==> src/hw/rtl/gcp_pkg.sv <==
package gcp_pkg;

   // Defaults for the top level parameters
   localparam int POSITION_BITS_DEFAULT = 12;
   localparam int SINE_BITS_DEFAULT     = 16;

   // Configuration port
   localparam int CSR_INDEX_BITS = 3;
   localparam int CSR_DATA_BITS  = 16;

   localparam logic [CSR_INDEX_BITS-1:0] REG_ZERO_POSITION = 3'd0;
   localparam logic [CSR_INDEX_BITS-1:0] REG_ANGLE_SLOPE   = 3'd1;
   localparam logic [CSR_INDEX_BITS-1:0] REG_ANGLE_OFFSET  = 3'd2;
   localparam logic [CSR_INDEX_BITS-1:0] REG_GRAVITY_GAIN  = 3'd3;
   localparam logic [CSR_INDEX_BITS-1:0] REG_LOWER_LIMIT   = 3'd4;
   localparam logic [CSR_INDEX_BITS-1:0] REG_UPPER_LIMIT   = 3'd5;
   localparam logic [CSR_INDEX_BITS-1:0] REG_PUSHBACK_GAIN = 3'd6;
   localparam logic [CSR_INDEX_BITS-1:0] REG_PWM_LIMIT     = 3'd7;

   // Register reset values
   localparam int unsigned ZERO_POSITION_RESET = 990;
   localparam int unsigned LOWER_LIMIT_RESET   = 990;
   localparam int unsigned UPPER_LIMIT_RESET   = 1535;
   localparam logic [15:0] ANGLE_SLOPE_RESET   = 16'd4153;
   localparam logic [15:0] ANGLE_OFFSET_RESET  = 16'd3641;
   localparam logic [15:0] GRAVITY_GAIN_RESET  = 16'd6066;
   localparam logic [7:0]  PUSHBACK_GAIN_RESET = 8'd4;
   localparam logic [9:0]  PWM_LIMIT_RESET     = 10'd885;

   // Result fields
   localparam int DRIVE_BITS = 11;
   localparam int ZONE_BITS  = 2;

   localparam logic [ZONE_BITS-1:0] ZONE_NORMAL = 2'd0;
   localparam logic [ZONE_BITS-1:0] ZONE_LOWER  = 2'd1;
   localparam logic [ZONE_BITS-1:0] ZONE_UPPER  = 2'd2;

   // Quarter-wave sine polynomial coefficients, Q30
   localparam logic [30:0] SIN_A = 31'd1686629713;
   localparam logic [29:0] SIN_B = 30'd688904866;
   localparam logic [26:0] SIN_C = 27'd76016977;

endpackage

==> src/hw/rtl/gcp_req_if.sv <==
interface gcp_req_if #(
   parameter int POSITION_BITS = gcp_pkg::POSITION_BITS_DEFAULT
);
   logic                     valid;
   logic                     ready;
   logic [POSITION_BITS-1:0] position;

   modport source (output valid, output position, input ready);
   modport sink   (input valid, input position, output ready);
endinterface

==> src/hw/rtl/gcp_rsp_if.sv <==
interface gcp_rsp_if;
   import gcp_pkg::*;

   logic                         valid;
   logic                         ready;
   logic signed [DRIVE_BITS-1:0] pwm_drive;
   logic [ZONE_BITS-1:0]         zone;

   modport source (output valid, output pwm_drive, output zone, input ready);
   modport sink   (input valid, input pwm_drive, input zone, output ready);
endinterface

==> src/hw/rtl/gcp_cell.sv <==
// One elastic pipeline cell: holds a request and passes it on when the next cell can take it.
module gcp_cell #(
   parameter int WIDTH = 8
) (
   input  logic             clock,
   input  logic             reset,
   input  logic             in_valid,
   output logic             in_ready,
   input  logic [WIDTH-1:0] in_data,
   output logic             out_valid,
   input  logic             out_ready,
   output logic [WIDTH-1:0] out_data
);
   logic             valid_ff, valid_in;
   logic [WIDTH-1:0] data_ff;

   assign in_ready  = !valid_ff || out_ready;
   assign valid_in  = in_ready ? in_valid : valid_ff;
   assign out_valid = valid_ff;
   assign out_data  = data_ff;

   always_ff @(posedge clock) begin
      if (reset) begin
         valid_ff <= 1'b0;
      end else begin
         valid_ff <= valid_in;
      end
   end

   always_ff @(posedge clock) begin
      if (in_valid && in_ready) begin
         data_ff <= in_data;
      end
   end

   // a held request must not vanish while stalled
   a_hold: assert property (@(posedge clock) disable iff (reset)
      valid_ff && !out_ready |=> valid_ff)
      else $error("cell dropped a stalled request");

   // cell takes a request whenever it is empty
   a_empty_ready: assert property (@(posedge clock) disable iff (reset)
      !valid_ff |-> in_ready)
      else $error("empty cell refused a request");

   a_load: assert property (@(posedge clock) disable iff (reset)
      in_valid && in_ready |=> valid_ff)
      else $error("accepted request not held");
endmodule

==> src/hw/rtl/gravity_comp_pwm_with_soft_limits.sv <==
// Gravity compensation PWM drive with soft position limits.
//
// req_chan (sink): one joint position sample per request. rsp_chan (source):
// one signed pwm_drive and a zone code per request, in request order.
// csr_*: plain write port; csr_write_data is written to register csr_index at
// any edge with csr_write_enable high. Write only while the pipe is empty.
//
// The datapath is a row of eight identical elastic cells, one per stage:
// zone/difference, angle and pushback multiply, quarter-wave fold and z^2,
// two polynomial steps, final sine product with saturation, gain multiply,
// and the limit/sign stage whose cell is the output register.
// Throughput: one request per cycle while rsp_chan does not stall.
// A stall on rsp_chan backs up cell by cell; req_chan.ready drops only once
// every cell is full, so nothing is lost or repeated.
// Reset (synchronous) empties the pipe and loads the register defaults.
module gravity_comp_pwm_with_soft_limits #(
   parameter int POSITION_BITS = gcp_pkg::POSITION_BITS_DEFAULT,
   parameter int SINE_BITS     = gcp_pkg::SINE_BITS_DEFAULT
) (
   input  logic                                 clock,
   input  logic                                 reset,
   gcp_req_if.sink                              req_chan,
   gcp_rsp_if.source                            rsp_chan,
   input  logic                                 csr_write_enable,
   input  logic [gcp_pkg::CSR_INDEX_BITS-1:0]   csr_index,
   input  logic [gcp_pkg::CSR_DATA_BITS-1:0]    csr_write_data
);
   import gcp_pkg::*;

   localparam int PB     = POSITION_BITS;
   localparam int PBW    = POSITION_BITS + 8;   // pushback product
   localparam int PW     = POSITION_BITS + 18;  // angle product
   localparam int SSHIFT = 31 - SINE_BITS;
   localparam int GW     = SINE_BITS + 15;      // gain product
   localparam logic [SINE_BITS-2:0] SMAX = {(SINE_BITS-1){1'b1}};

   // ---------------- configuration registers ----------------
   logic [PB-1:0] zero_position_ff, lower_limit_ff, upper_limit_ff;
   logic [15:0]   angle_slope_ff, angle_offset_ff, gravity_gain_ff;
   logic [7:0]    pushback_gain_ff;
   logic [9:0]    pwm_limit_ff;

   always_ff @(posedge clock) begin
      if (reset) begin
         zero_position_ff <= PB'(ZERO_POSITION_RESET);
         angle_slope_ff   <= ANGLE_SLOPE_RESET;
         angle_offset_ff  <= ANGLE_OFFSET_RESET;
         gravity_gain_ff  <= GRAVITY_GAIN_RESET;
         lower_limit_ff   <= PB'(LOWER_LIMIT_RESET);
         upper_limit_ff   <= PB'(UPPER_LIMIT_RESET);
         pushback_gain_ff <= PUSHBACK_GAIN_RESET;
         pwm_limit_ff     <= PWM_LIMIT_RESET;
      end else if (csr_write_enable) begin
         unique case (csr_index)
            REG_ZERO_POSITION: zero_position_ff <= csr_write_data[PB-1:0];
            REG_ANGLE_SLOPE:   angle_slope_ff   <= csr_write_data;
            REG_ANGLE_OFFSET:  angle_offset_ff  <= csr_write_data;
            REG_GRAVITY_GAIN:  gravity_gain_ff  <= csr_write_data;
            REG_LOWER_LIMIT:   lower_limit_ff   <= csr_write_data[PB-1:0];
            REG_UPPER_LIMIT:   upper_limit_ff   <= csr_write_data[PB-1:0];
            REG_PUSHBACK_GAIN: pushback_gain_ff <= csr_write_data[7:0];
            REG_PWM_LIMIT:     pwm_limit_ff     <= csr_write_data[9:0];
            default: ;
         endcase
      end
   end

   // ---------------- per-stage payloads ----------------
   typedef struct packed {
      logic signed [PB:0]   diff;
      logic [ZONE_BITS-1:0] zone;
      logic [PB-1:0]        overshoot;
   } s0_type;

   typedef struct packed {
      logic [15:0]          phase;
      logic [ZONE_BITS-1:0] zone;
      logic [PBW-1:0]       pb;
   } s1_type;

   typedef struct packed {
      logic [14:0]          z;
      logic [14:0]          z2;
      logic                 neg;
      logic [ZONE_BITS-1:0] zone;
      logic [PBW-1:0]       pb;
   } s2_type;

   typedef struct packed {
      logic [29:0]          t1;
      logic [14:0]          z;
      logic [14:0]          z2;
      logic                 neg;
      logic [ZONE_BITS-1:0] zone;
      logic [PBW-1:0]       pb;
   } s3_type;

   typedef struct packed {
      logic [30:0]          t2;
      logic [14:0]          z;
      logic                 neg;
      logic [ZONE_BITS-1:0] zone;
      logic [PBW-1:0]       pb;
   } s4_type;

   typedef struct packed {
      logic [SINE_BITS-2:0] smag;
      logic                 neg;
      logic [ZONE_BITS-1:0] zone;
      logic [PBW-1:0]       pb;
   } s5_type;

   typedef struct packed {
      logic [7:0]           m;
      logic                 neg;
      logic [ZONE_BITS-1:0] zone;
      logic [PBW-1:0]       pb;
   } s6_type;

   typedef struct packed {
      logic signed [DRIVE_BITS-1:0] drive;
      logic [ZONE_BITS-1:0]         zone;
   } s7_type;

   s0_type s0_in, s0_q;
   s1_type s1_in, s1_q;
   s2_type s2_in, s2_q;
   s3_type s3_in, s3_q;
   s4_type s4_in, s4_q;
   s5_type s5_in, s5_q;
   s6_type s6_in, s6_q;
   s7_type s7_in, s7_q;

   logic [7:0] vld, rdy;

   // ---------------- stage 0: zone decision, offsets ----------------
   logic at_lower, at_upper;

   always_comb begin
      at_lower = (req_chan.position <= lower_limit_ff);
      at_upper = (req_chan.position >= upper_limit_ff);
      s0_in.diff = $signed({1'b0, req_chan.position}) - $signed({1'b0, zero_position_ff});
      if (at_lower) begin
         // lower test first: it wins when the limits overlap
         s0_in.zone      = ZONE_LOWER;
         s0_in.overshoot = lower_limit_ff - req_chan.position;
      end else if (at_upper) begin
         s0_in.zone      = ZONE_UPPER;
         s0_in.overshoot = req_chan.position - upper_limit_ff;
      end else begin
         s0_in.zone      = ZONE_NORMAL;
         s0_in.overshoot = '0;
      end
   end

   // ---------------- stage 1: binary angle and pushback product ----------------
   logic signed [PW-1:0] angle_prod;

   always_comb begin
      angle_prod  = s0_q.diff * $signed({1'b0, angle_slope_ff});
      // bits 8..23 are floor(prod/256) mod 2^16
      s1_in.phase = angle_prod[23:8] + angle_offset_ff;
      s1_in.zone  = s0_q.zone;
      s1_in.pb    = {8'd0, s0_q.overshoot} * {{PB{1'b0}}, pushback_gain_ff};
   end

   // ---------------- stage 2: quarter-wave fold, z^2 ----------------
   logic [14:0] fold_z;
   logic [29:0] zz;

   always_comb begin
      fold_z     = s1_q.phase[14] ? (15'd16384 - {1'b0, s1_q.phase[13:0]})
                                  : {1'b0, s1_q.phase[13:0]};
      zz         = {15'd0, fold_z} * {15'd0, fold_z};
      s2_in.z    = fold_z;
      s2_in.z2   = zz[28:14];
      s2_in.neg  = s1_q.phase[15];
      s2_in.zone = s1_q.zone;
      s2_in.pb   = s1_q.pb;
   end

   // ---------------- stage 3: t1 = B - C*z2 ----------------
   logic [41:0] cz2;

   always_comb begin
      cz2        = {15'd0, SIN_C} * {27'd0, s2_q.z2};
      s3_in.t1   = SIN_B - {2'b00, cz2[41:14]};
      s3_in.z    = s2_q.z;
      s3_in.z2   = s2_q.z2;
      s3_in.neg  = s2_q.neg;
      s3_in.zone = s2_q.zone;
      s3_in.pb   = s2_q.pb;
   end

   // ---------------- stage 4: t2 = A - t1*z2 ----------------
   logic [44:0] tz2;

   always_comb begin
      tz2        = {15'd0, s3_q.t1} * {30'd0, s3_q.z2};
      s4_in.t2   = SIN_A - tz2[44:14];
      s4_in.z    = s3_q.z;
      s4_in.neg  = s3_q.neg;
      s4_in.zone = s3_q.zone;
      s4_in.pb   = s3_q.pb;
   end

   // ---------------- stage 5: sine = t2*z, scaled and saturated ----------------
   logic [45:0] tz;
   logic [31:0] sine_full;

   always_comb begin
      tz        = {15'd0, s4_q.t2} * {31'd0, s4_q.z};
      sine_full = tz[45:14] >> SSHIFT;
      if (sine_full > 32'(SMAX)) begin
         s5_in.smag = SMAX;
      end else begin
         s5_in.smag = sine_full[SINE_BITS-2:0];
      end
      s5_in.neg  = s4_q.neg;
      s5_in.zone = s4_q.zone;
      s5_in.pb   = s4_q.pb;
   end

   // ---------------- stage 6: gain * |sine| ----------------
   logic [GW-1:0] gain_prod;

   always_comb begin
      gain_prod  = {{(SINE_BITS-1){1'b0}}, gravity_gain_ff} * {16'd0, s5_q.smag};
      // at most 255 after the Q8 and sine scaling
      s6_in.m    = gain_prod[GW-1:SINE_BITS+7];
      s6_in.neg  = s5_q.neg;
      s6_in.zone = s5_q.zone;
      s6_in.pb   = s5_q.pb;
   end

   // ---------------- stage 7: limit, sign, output register ----------------
   logic [9:0] mag_norm, mag_push, mag;
   logic       negate;

   always_comb begin
      mag_norm = ({2'b00, s6_q.m} > pwm_limit_ff) ? pwm_limit_ff : {2'b00, s6_q.m};
      mag_push = (s6_q.pb > PBW'(pwm_limit_ff)) ? pwm_limit_ff : s6_q.pb[9:0];
      mag      = (s6_q.zone == ZONE_NORMAL) ? mag_norm : mag_push;
      // drive opposes gravity: negative when the sine is positive
      negate   = (s6_q.zone == ZONE_UPPER) || ((s6_q.zone == ZONE_NORMAL) && !s6_q.neg);
      s7_in.drive = negate ? -$signed({1'b0, mag}) : $signed({1'b0, mag});
      s7_in.zone  = s6_q.zone;
   end

   // ---------------- cell row ----------------
   gcp_cell #(.WIDTH($bits(s0_type))) u_cell0 (
      .clock, .reset,
      .in_valid(req_chan.valid), .in_ready(rdy[0]), .in_data(s0_in),
      .out_valid(vld[0]), .out_ready(rdy[1]), .out_data(s0_q));

   gcp_cell #(.WIDTH($bits(s1_type))) u_cell1 (
      .clock, .reset,
      .in_valid(vld[0]), .in_ready(rdy[1]), .in_data(s1_in),
      .out_valid(vld[1]), .out_ready(rdy[2]), .out_data(s1_q));

   gcp_cell #(.WIDTH($bits(s2_type))) u_cell2 (
      .clock, .reset,
      .in_valid(vld[1]), .in_ready(rdy[2]), .in_data(s2_in),
      .out_valid(vld[2]), .out_ready(rdy[3]), .out_data(s2_q));

   gcp_cell #(.WIDTH($bits(s3_type))) u_cell3 (
      .clock, .reset,
      .in_valid(vld[2]), .in_ready(rdy[3]), .in_data(s3_in),
      .out_valid(vld[3]), .out_ready(rdy[4]), .out_data(s3_q));

   gcp_cell #(.WIDTH($bits(s4_type))) u_cell4 (
      .clock, .reset,
      .in_valid(vld[3]), .in_ready(rdy[4]), .in_data(s4_in),
      .out_valid(vld[4]), .out_ready(rdy[5]), .out_data(s4_q));

   gcp_cell #(.WIDTH($bits(s5_type))) u_cell5 (
      .clock, .reset,
      .in_valid(vld[4]), .in_ready(rdy[5]), .in_data(s5_in),
      .out_valid(vld[5]), .out_ready(rdy[6]), .out_data(s5_q));

   gcp_cell #(.WIDTH($bits(s6_type))) u_cell6 (
      .clock, .reset,
      .in_valid(vld[5]), .in_ready(rdy[6]), .in_data(s6_in),
      .out_valid(vld[6]), .out_ready(rdy[7]), .out_data(s6_q));

   gcp_cell #(.WIDTH($bits(s7_type))) u_cell7 (
      .clock, .reset,
      .in_valid(vld[6]), .in_ready(rdy[7]), .in_data(s7_in),
      .out_valid(vld[7]), .out_ready(rsp_chan.ready), .out_data(s7_q));

   assign req_chan.ready     = rdy[0];
   assign rsp_chan.valid     = vld[7];
   assign rsp_chan.pwm_drive = s7_q.drive;
   assign rsp_chan.zone      = s7_q.zone;

   // ---------------- checks ----------------
   a_lower_sign: assert property (@(posedge clock) disable iff (reset)
      rsp_chan.valid && (rsp_chan.zone == ZONE_LOWER) |-> !rsp_chan.pwm_drive[DRIVE_BITS-1])
      else $error("lower limit pushback went negative");

   a_upper_sign: assert property (@(posedge clock) disable iff (reset)
      rsp_chan.valid && (rsp_chan.zone == ZONE_UPPER)
      |-> rsp_chan.pwm_drive[DRIVE_BITS-1] || (rsp_chan.pwm_drive == '0))
      else $error("upper limit pushback went positive");

   a_normal_range: assert property (@(posedge clock) disable iff (reset)
      rsp_chan.valid && (rsp_chan.zone == ZONE_NORMAL)
      |-> (rsp_chan.pwm_drive <= 11'sd255) && (rsp_chan.pwm_drive >= -11'sd255))
      else $error("compensation drive out of range");

   a_zone_code: assert property (@(posedge clock) disable iff (reset)
      rsp_chan.valid |-> (rsp_chan.zone != 2'd3))
      else $error("undefined zone code");
endmodule

==> src/flat_wrapper.sv <==
// flat-port wrapper written by rule: the top's interface ports become plain ports
module gravity_comp_pwm_with_soft_limits_flat import gcp_pkg::*;
#(
   parameter int POSITION_BITS = gcp_pkg::POSITION_BITS_DEFAULT,
   parameter int SINE_BITS     = gcp_pkg::SINE_BITS_DEFAULT
)
  (clock, reset, csr_write_enable, csr_index, csr_write_data, req_chan_valid, req_chan_position, req_chan_ready, rsp_chan_valid, rsp_chan_pwm_drive, rsp_chan_zone, rsp_chan_ready);
  gcp_req_if #(.POSITION_BITS(POSITION_BITS)) req_chan_i ();
  gcp_rsp_if rsp_chan_i ();
  input  logic clock;
  input  logic reset;
  input  logic csr_write_enable;
  input  logic [gcp_pkg::CSR_INDEX_BITS-1:0] csr_index;
  input  logic [gcp_pkg::CSR_DATA_BITS-1:0] csr_write_data;
  input wire logic [$bits(req_chan_i.valid)-1:0] req_chan_valid;
  input wire logic [$bits(req_chan_i.position)-1:0] req_chan_position;
  output wire logic [$bits(req_chan_i.ready)-1:0] req_chan_ready;
  output wire logic [$bits(rsp_chan_i.valid)-1:0] rsp_chan_valid;
  output wire logic [$bits(rsp_chan_i.pwm_drive)-1:0] rsp_chan_pwm_drive;
  output wire logic [$bits(rsp_chan_i.zone)-1:0] rsp_chan_zone;
  input wire logic [$bits(rsp_chan_i.ready)-1:0] rsp_chan_ready;
  assign req_chan_i.valid = req_chan_valid;
  assign req_chan_i.position = req_chan_position;
  assign req_chan_ready = req_chan_i.ready;
  assign rsp_chan_valid = rsp_chan_i.valid;
  assign rsp_chan_pwm_drive = rsp_chan_i.pwm_drive;
  assign rsp_chan_zone = rsp_chan_i.zone;
  assign rsp_chan_i.ready = rsp_chan_ready;
  gravity_comp_pwm_with_soft_limits #(.POSITION_BITS(POSITION_BITS), .SINE_BITS(SINE_BITS)) u_core (.clock(clock), .reset(reset), .req_chan(req_chan_i), .rsp_chan(rsp_chan_i), .csr_write_enable(csr_write_enable), .csr_index(csr_index), .csr_write_data(csr_write_data));
endmodule
==> config.mk <==
export PLATFORM = sky130hd
export DESIGN_NAME = gravity_comp_pwm_with_soft_limits_flat
export DESIGN_NICKNAME = d
export VERILOG_FILES = /design/src/hw/rtl/gcp_pkg.sv /design/src/hw/rtl/gcp_req_if.sv /design/src/hw/rtl/gcp_rsp_if.sv /design/src/hw/rtl/gcp_cell.sv /design/src/hw/rtl/gravity_comp_pwm_with_soft_limits.sv /design/src/flat_wrapper.sv
export SDC_FILE = /design/constraint.sdc
export NUM_CORES = 2
export LEC_CHECK = 0
export BUFFER_PORTS_ARGS = -buffer_cell sky130_fd_sc_hd__buf_4
export CELL_PAD_IN_SITES_DETAIL_PLACEMENT = 1
export CELL_PAD_IN_SITES_GLOBAL_PLACEMENT = 1
export CORE_MARGIN = 1
export CORE_UTILIZATION = 45
export CTS_BUF_LIST = sky130_fd_sc_hd__clkbuf_8
export DETAILED_ROUTE_END_ITERATION = 10
export GPL_TIMING_DRIVEN = 1
export PLACE_DENSITY = 0.83
export SYNTH_ARGS = -nofsm -noshare
export SYNTH_HDL_FRONTEND = slang
export SYNTH_SLANG_ARGS = --single-unit
==> constraint.sdc <==
create_clock -name clock -period 16 [get_ports clock]
set_clock_uncertainty 0.2 [all_clocks]
set_input_delay 2.4 -clock clock [delete_from_list [all_inputs] [get_ports clock]]
set_output_delay 2.4 -clock clock [all_outputs]
set_load 0.01 [all_outputs]
==> run_results.csv <==
group,metric,value,unit
clock_network,cts-resized-gates,0,
yosys,netlist_instances,7602,
die,io_pins,51,
die,rows,148,
timing,relSlewSlack,0.121,
routing,ant_nets,0,
routing,wl_met3,8930,microns
die,die-area,167000,sq um
timing,finalSetupTns,0,ns
yosys,yosysWarnings,0,
timing,finalCritPeriodShare,0.590,
routing,wl,204000,microns
timing,setup_viol,0,
final_layout,nets,9620,
worst_hold_path,hold_depth,0,
final_layout,stdcell_count,9739,
global_route,track_usage,0.252,
clock_network,hold_buffers,0,
place,dp_cells,9587,
die,initial_core_util,0.455,
worst_setup_path,crit_path_max_incr_delay,0.61,ns
yosys,ys_seq_elements,462,
yosys,synth_top_cell_by_area,"fa_1",
worst_setup_path,crit_path_max_fanout,8,
global_route,grt_pass1_vias,62800,
run_status,status,"finished, final reports clean",
yosys,synth_top_cells_by_count,"inv_1 (1,587), fa_1 (1,380), nand2_1 (993), and2_1 (735), ha_1 (709)",
global_route,grt_pass1_wl,334000,microns
worst_setup_path,required,16.24,ns
yosys,synth-async-reset-ratio,0,
clock_network,cts-root-buf,"clkbuf_8",
die,fp.dieW,408,microns
worst_setup_path,setup.worst_path.class,"reg -> reg",
timing,drv_slew,0,
worst_setup_path,critPathArrivalTime,9.69,ns
clock_network,htreeDepth,3,
clock_network,clkLatencyLatePin,0.79,ns
place,hpwl,161000,microns
worst_setup_path,slowest_stage,"xor2_1",
clock_network,cts_sinks,462,
routing,drtPass1Iterations,5,
timing,max_clock_freq,106,MHz
worst_hold_path,hp-class,"reg -> reg",
routing,drcViolationCount,0,
timing,tightest_slew,1.32,ns
clock_network,cts_tree,"yes",
flow_run,drv_cap,0,
global_route,grt_max_degree,86,
yosys,syn_avg_cell_area,9.76,sq um
routing,top_layer,"met5",
worst_setup_path,r2r_setup_slack,6.56,ns
timing,holdWs,0.197,ns
yosys,synth_cell_type_count,103,
yosys,synth_top_area_frac,0.372,
yosys,ys.flop_type,"edfxtp_1",
routing,vias,52800,
worst_setup_path,cp-end-kind,"flop",
timing,rsz0062_at_grt,"no",
clock_network,cts_max_path_buffers,3,
final_layout,area_growth,5.58,%
yosys,synth_edf_count,352,
die,core,163000,sq um
yosys,yosysMostFrequentCell,"inv_1",
die,die_h,408,microns
clock_network,clk_pin_slew,0.07,ns
final_layout,drive_above_1_share,0.0348,
routing,dr_wl_met2,108000,microns
timing,timing.final.hold_violations,0,
global_route,overflow,0,
clock_network,numCtsBuffers,81,
yosys,seq_area_frac_synth,0.172,
routing,wire_per_inst,21.0,microns
yosys,syn_area,74200,sq um
place,portBuffers,50,
place,gp_congestion,0.878,
global_route,grt_antenna_before_repair,4,
routing,routed_via_density,5.42,
clock_network,postCtsSetupBuffers,0,
worst_setup_path,start_kind,"flop",
timing,fin_crit,9.44,ns
worst_setup_path,r2r_cells,31,
worst_setup_path,cpMostUsedCell,"fa_1",
routing,drt_iter0_markers,2803,
yosys,synthTopCellsByArea,"fa_1 (37%), edfxtp_1 (14%), ha_1 (12%)",
routing,met1Wirelength,81100,microns
[worst paths after layout]
| kind | endpoint | startpoint |
|---|---|---|
| worst max-delay path | u_core.u_cell2.out_data[37] | u_core.u_cell1.out_data[24] |
| worst min-delay path | u_core.u_cell2.out_data[5] | u_core.u_cell1.out_data[5] |
| worst max register to register | u_core.u_cell2.out_data[37] | u_core.u_cell1.out_data[24] |
| worst min register to register | u_core.u_cell2.out_data[5] | u_core.u_cell1.out_data[5] |
[through the flow]
step                area [sq um]  utilization  worst slack, ns
CTS                        78300        0.480             6.50
finish                     78400        0.480             6.56
global placement           76600        0.470             7.13
global route               78400        0.480             5.94
detailed placement         76600        0.470             6.66
floorplan                  74200            -             6.25
[area by class of cell]
type	count	area, sq um
Multi-Input combinational cell	5268	54500
Timing Repair Buffer	89	668
Clock buffer	88	1210
Tap cell	2175	2720
Clock inverter	62	512
Sequential cell	462	12800
Inverter	1593	5980
Fill cell	18400	84800
Antenna cell	2	5.00
[placed cells by master (no fill, tap or decap), types with 84 or more instances in the layout]
master,count
inv_1,1610
fa_1,1380
nand2_1,993
and2_1,735
ha_1,709
edfxtp_1,352
nor2_1,215
a21oi_1,194
xnor2_1,147
dfxtp_1,110
buf_4,89
a21o_1,88
clkbuf_8,88
xor2_1,86
o21ai_0,84
[layer usage]
layer  vias to the layer above  GRT usage
li1                      23100          -
met1                     27900      0.304
met2                      1363      0.463
met3                       418     0.0259
met4                         2     0.0876
met5                         -          0
[sequential cells by signal, indices dropped and copies added (netlist names), 8 cells and up]
| signal | count |
|---|---|
| u_core.u_cell2.out_data | 53 |
| u_core.pushback_gain_ff | 8 |
| u_core.u_cell4.out_data | 69 |
| u_core.u_cell1.out_data | 38 |
| u_core.zero_position_ff | 12 |
| u_core.u_cell3.out_data | 83 |
| u_core.u_cell7.out_data | 13 |
| u_core.gravity_gain_ff | 16 |
| u_core.u_cell0.out_data | 27 |
| u_core.u_cell5.out_data | 38 |
| u_core.angle_offset_ff | 16 |
| u_core.u_cell6.out_data | 31 |
| u_core.pwm_limit_ff | 10 |
| u_core.angle_slope_ff | 16 |
| u_core.upper_limit_ff | 12 |
| u_core.lower_limit_ff | 12 |
[cell families (layout without fill, tap and decap cells)]
kind of cell | after synthesis | count (layout) | synth area share
AOI/OAI and AO/OA | 634 | 634 | 0.0585
xor gates and xnor gates | 233 | 233 | 0.0275
adders and majority gates | 2089 | 2089 | 0.492
buffers and inverters | 1880 | 1832 | 0.0952
DFF | 462 | 462 | 0.172
muxes | 18 | 18 | 0.00244
other | 2 | 12 | 0.000101
and+or+nand+nor | 2284 | 2284 | 0.152
[critical path: cells and delay by family, from the launching register on]
kind,cells,cell delay [ns]
adders and majority gates,7,3.16
AOI/OAI and AO/OA,10,2.36
and+or+nand+nor,7,1.53
xor gates and xnor gates,2,0.71
buffers and inverters,5,0.64
DFF,1,0.51
Power is left out: the tool's default activity adds up to more than one toggle a clock period on the data nets, which glitch-free logic cannot reach.
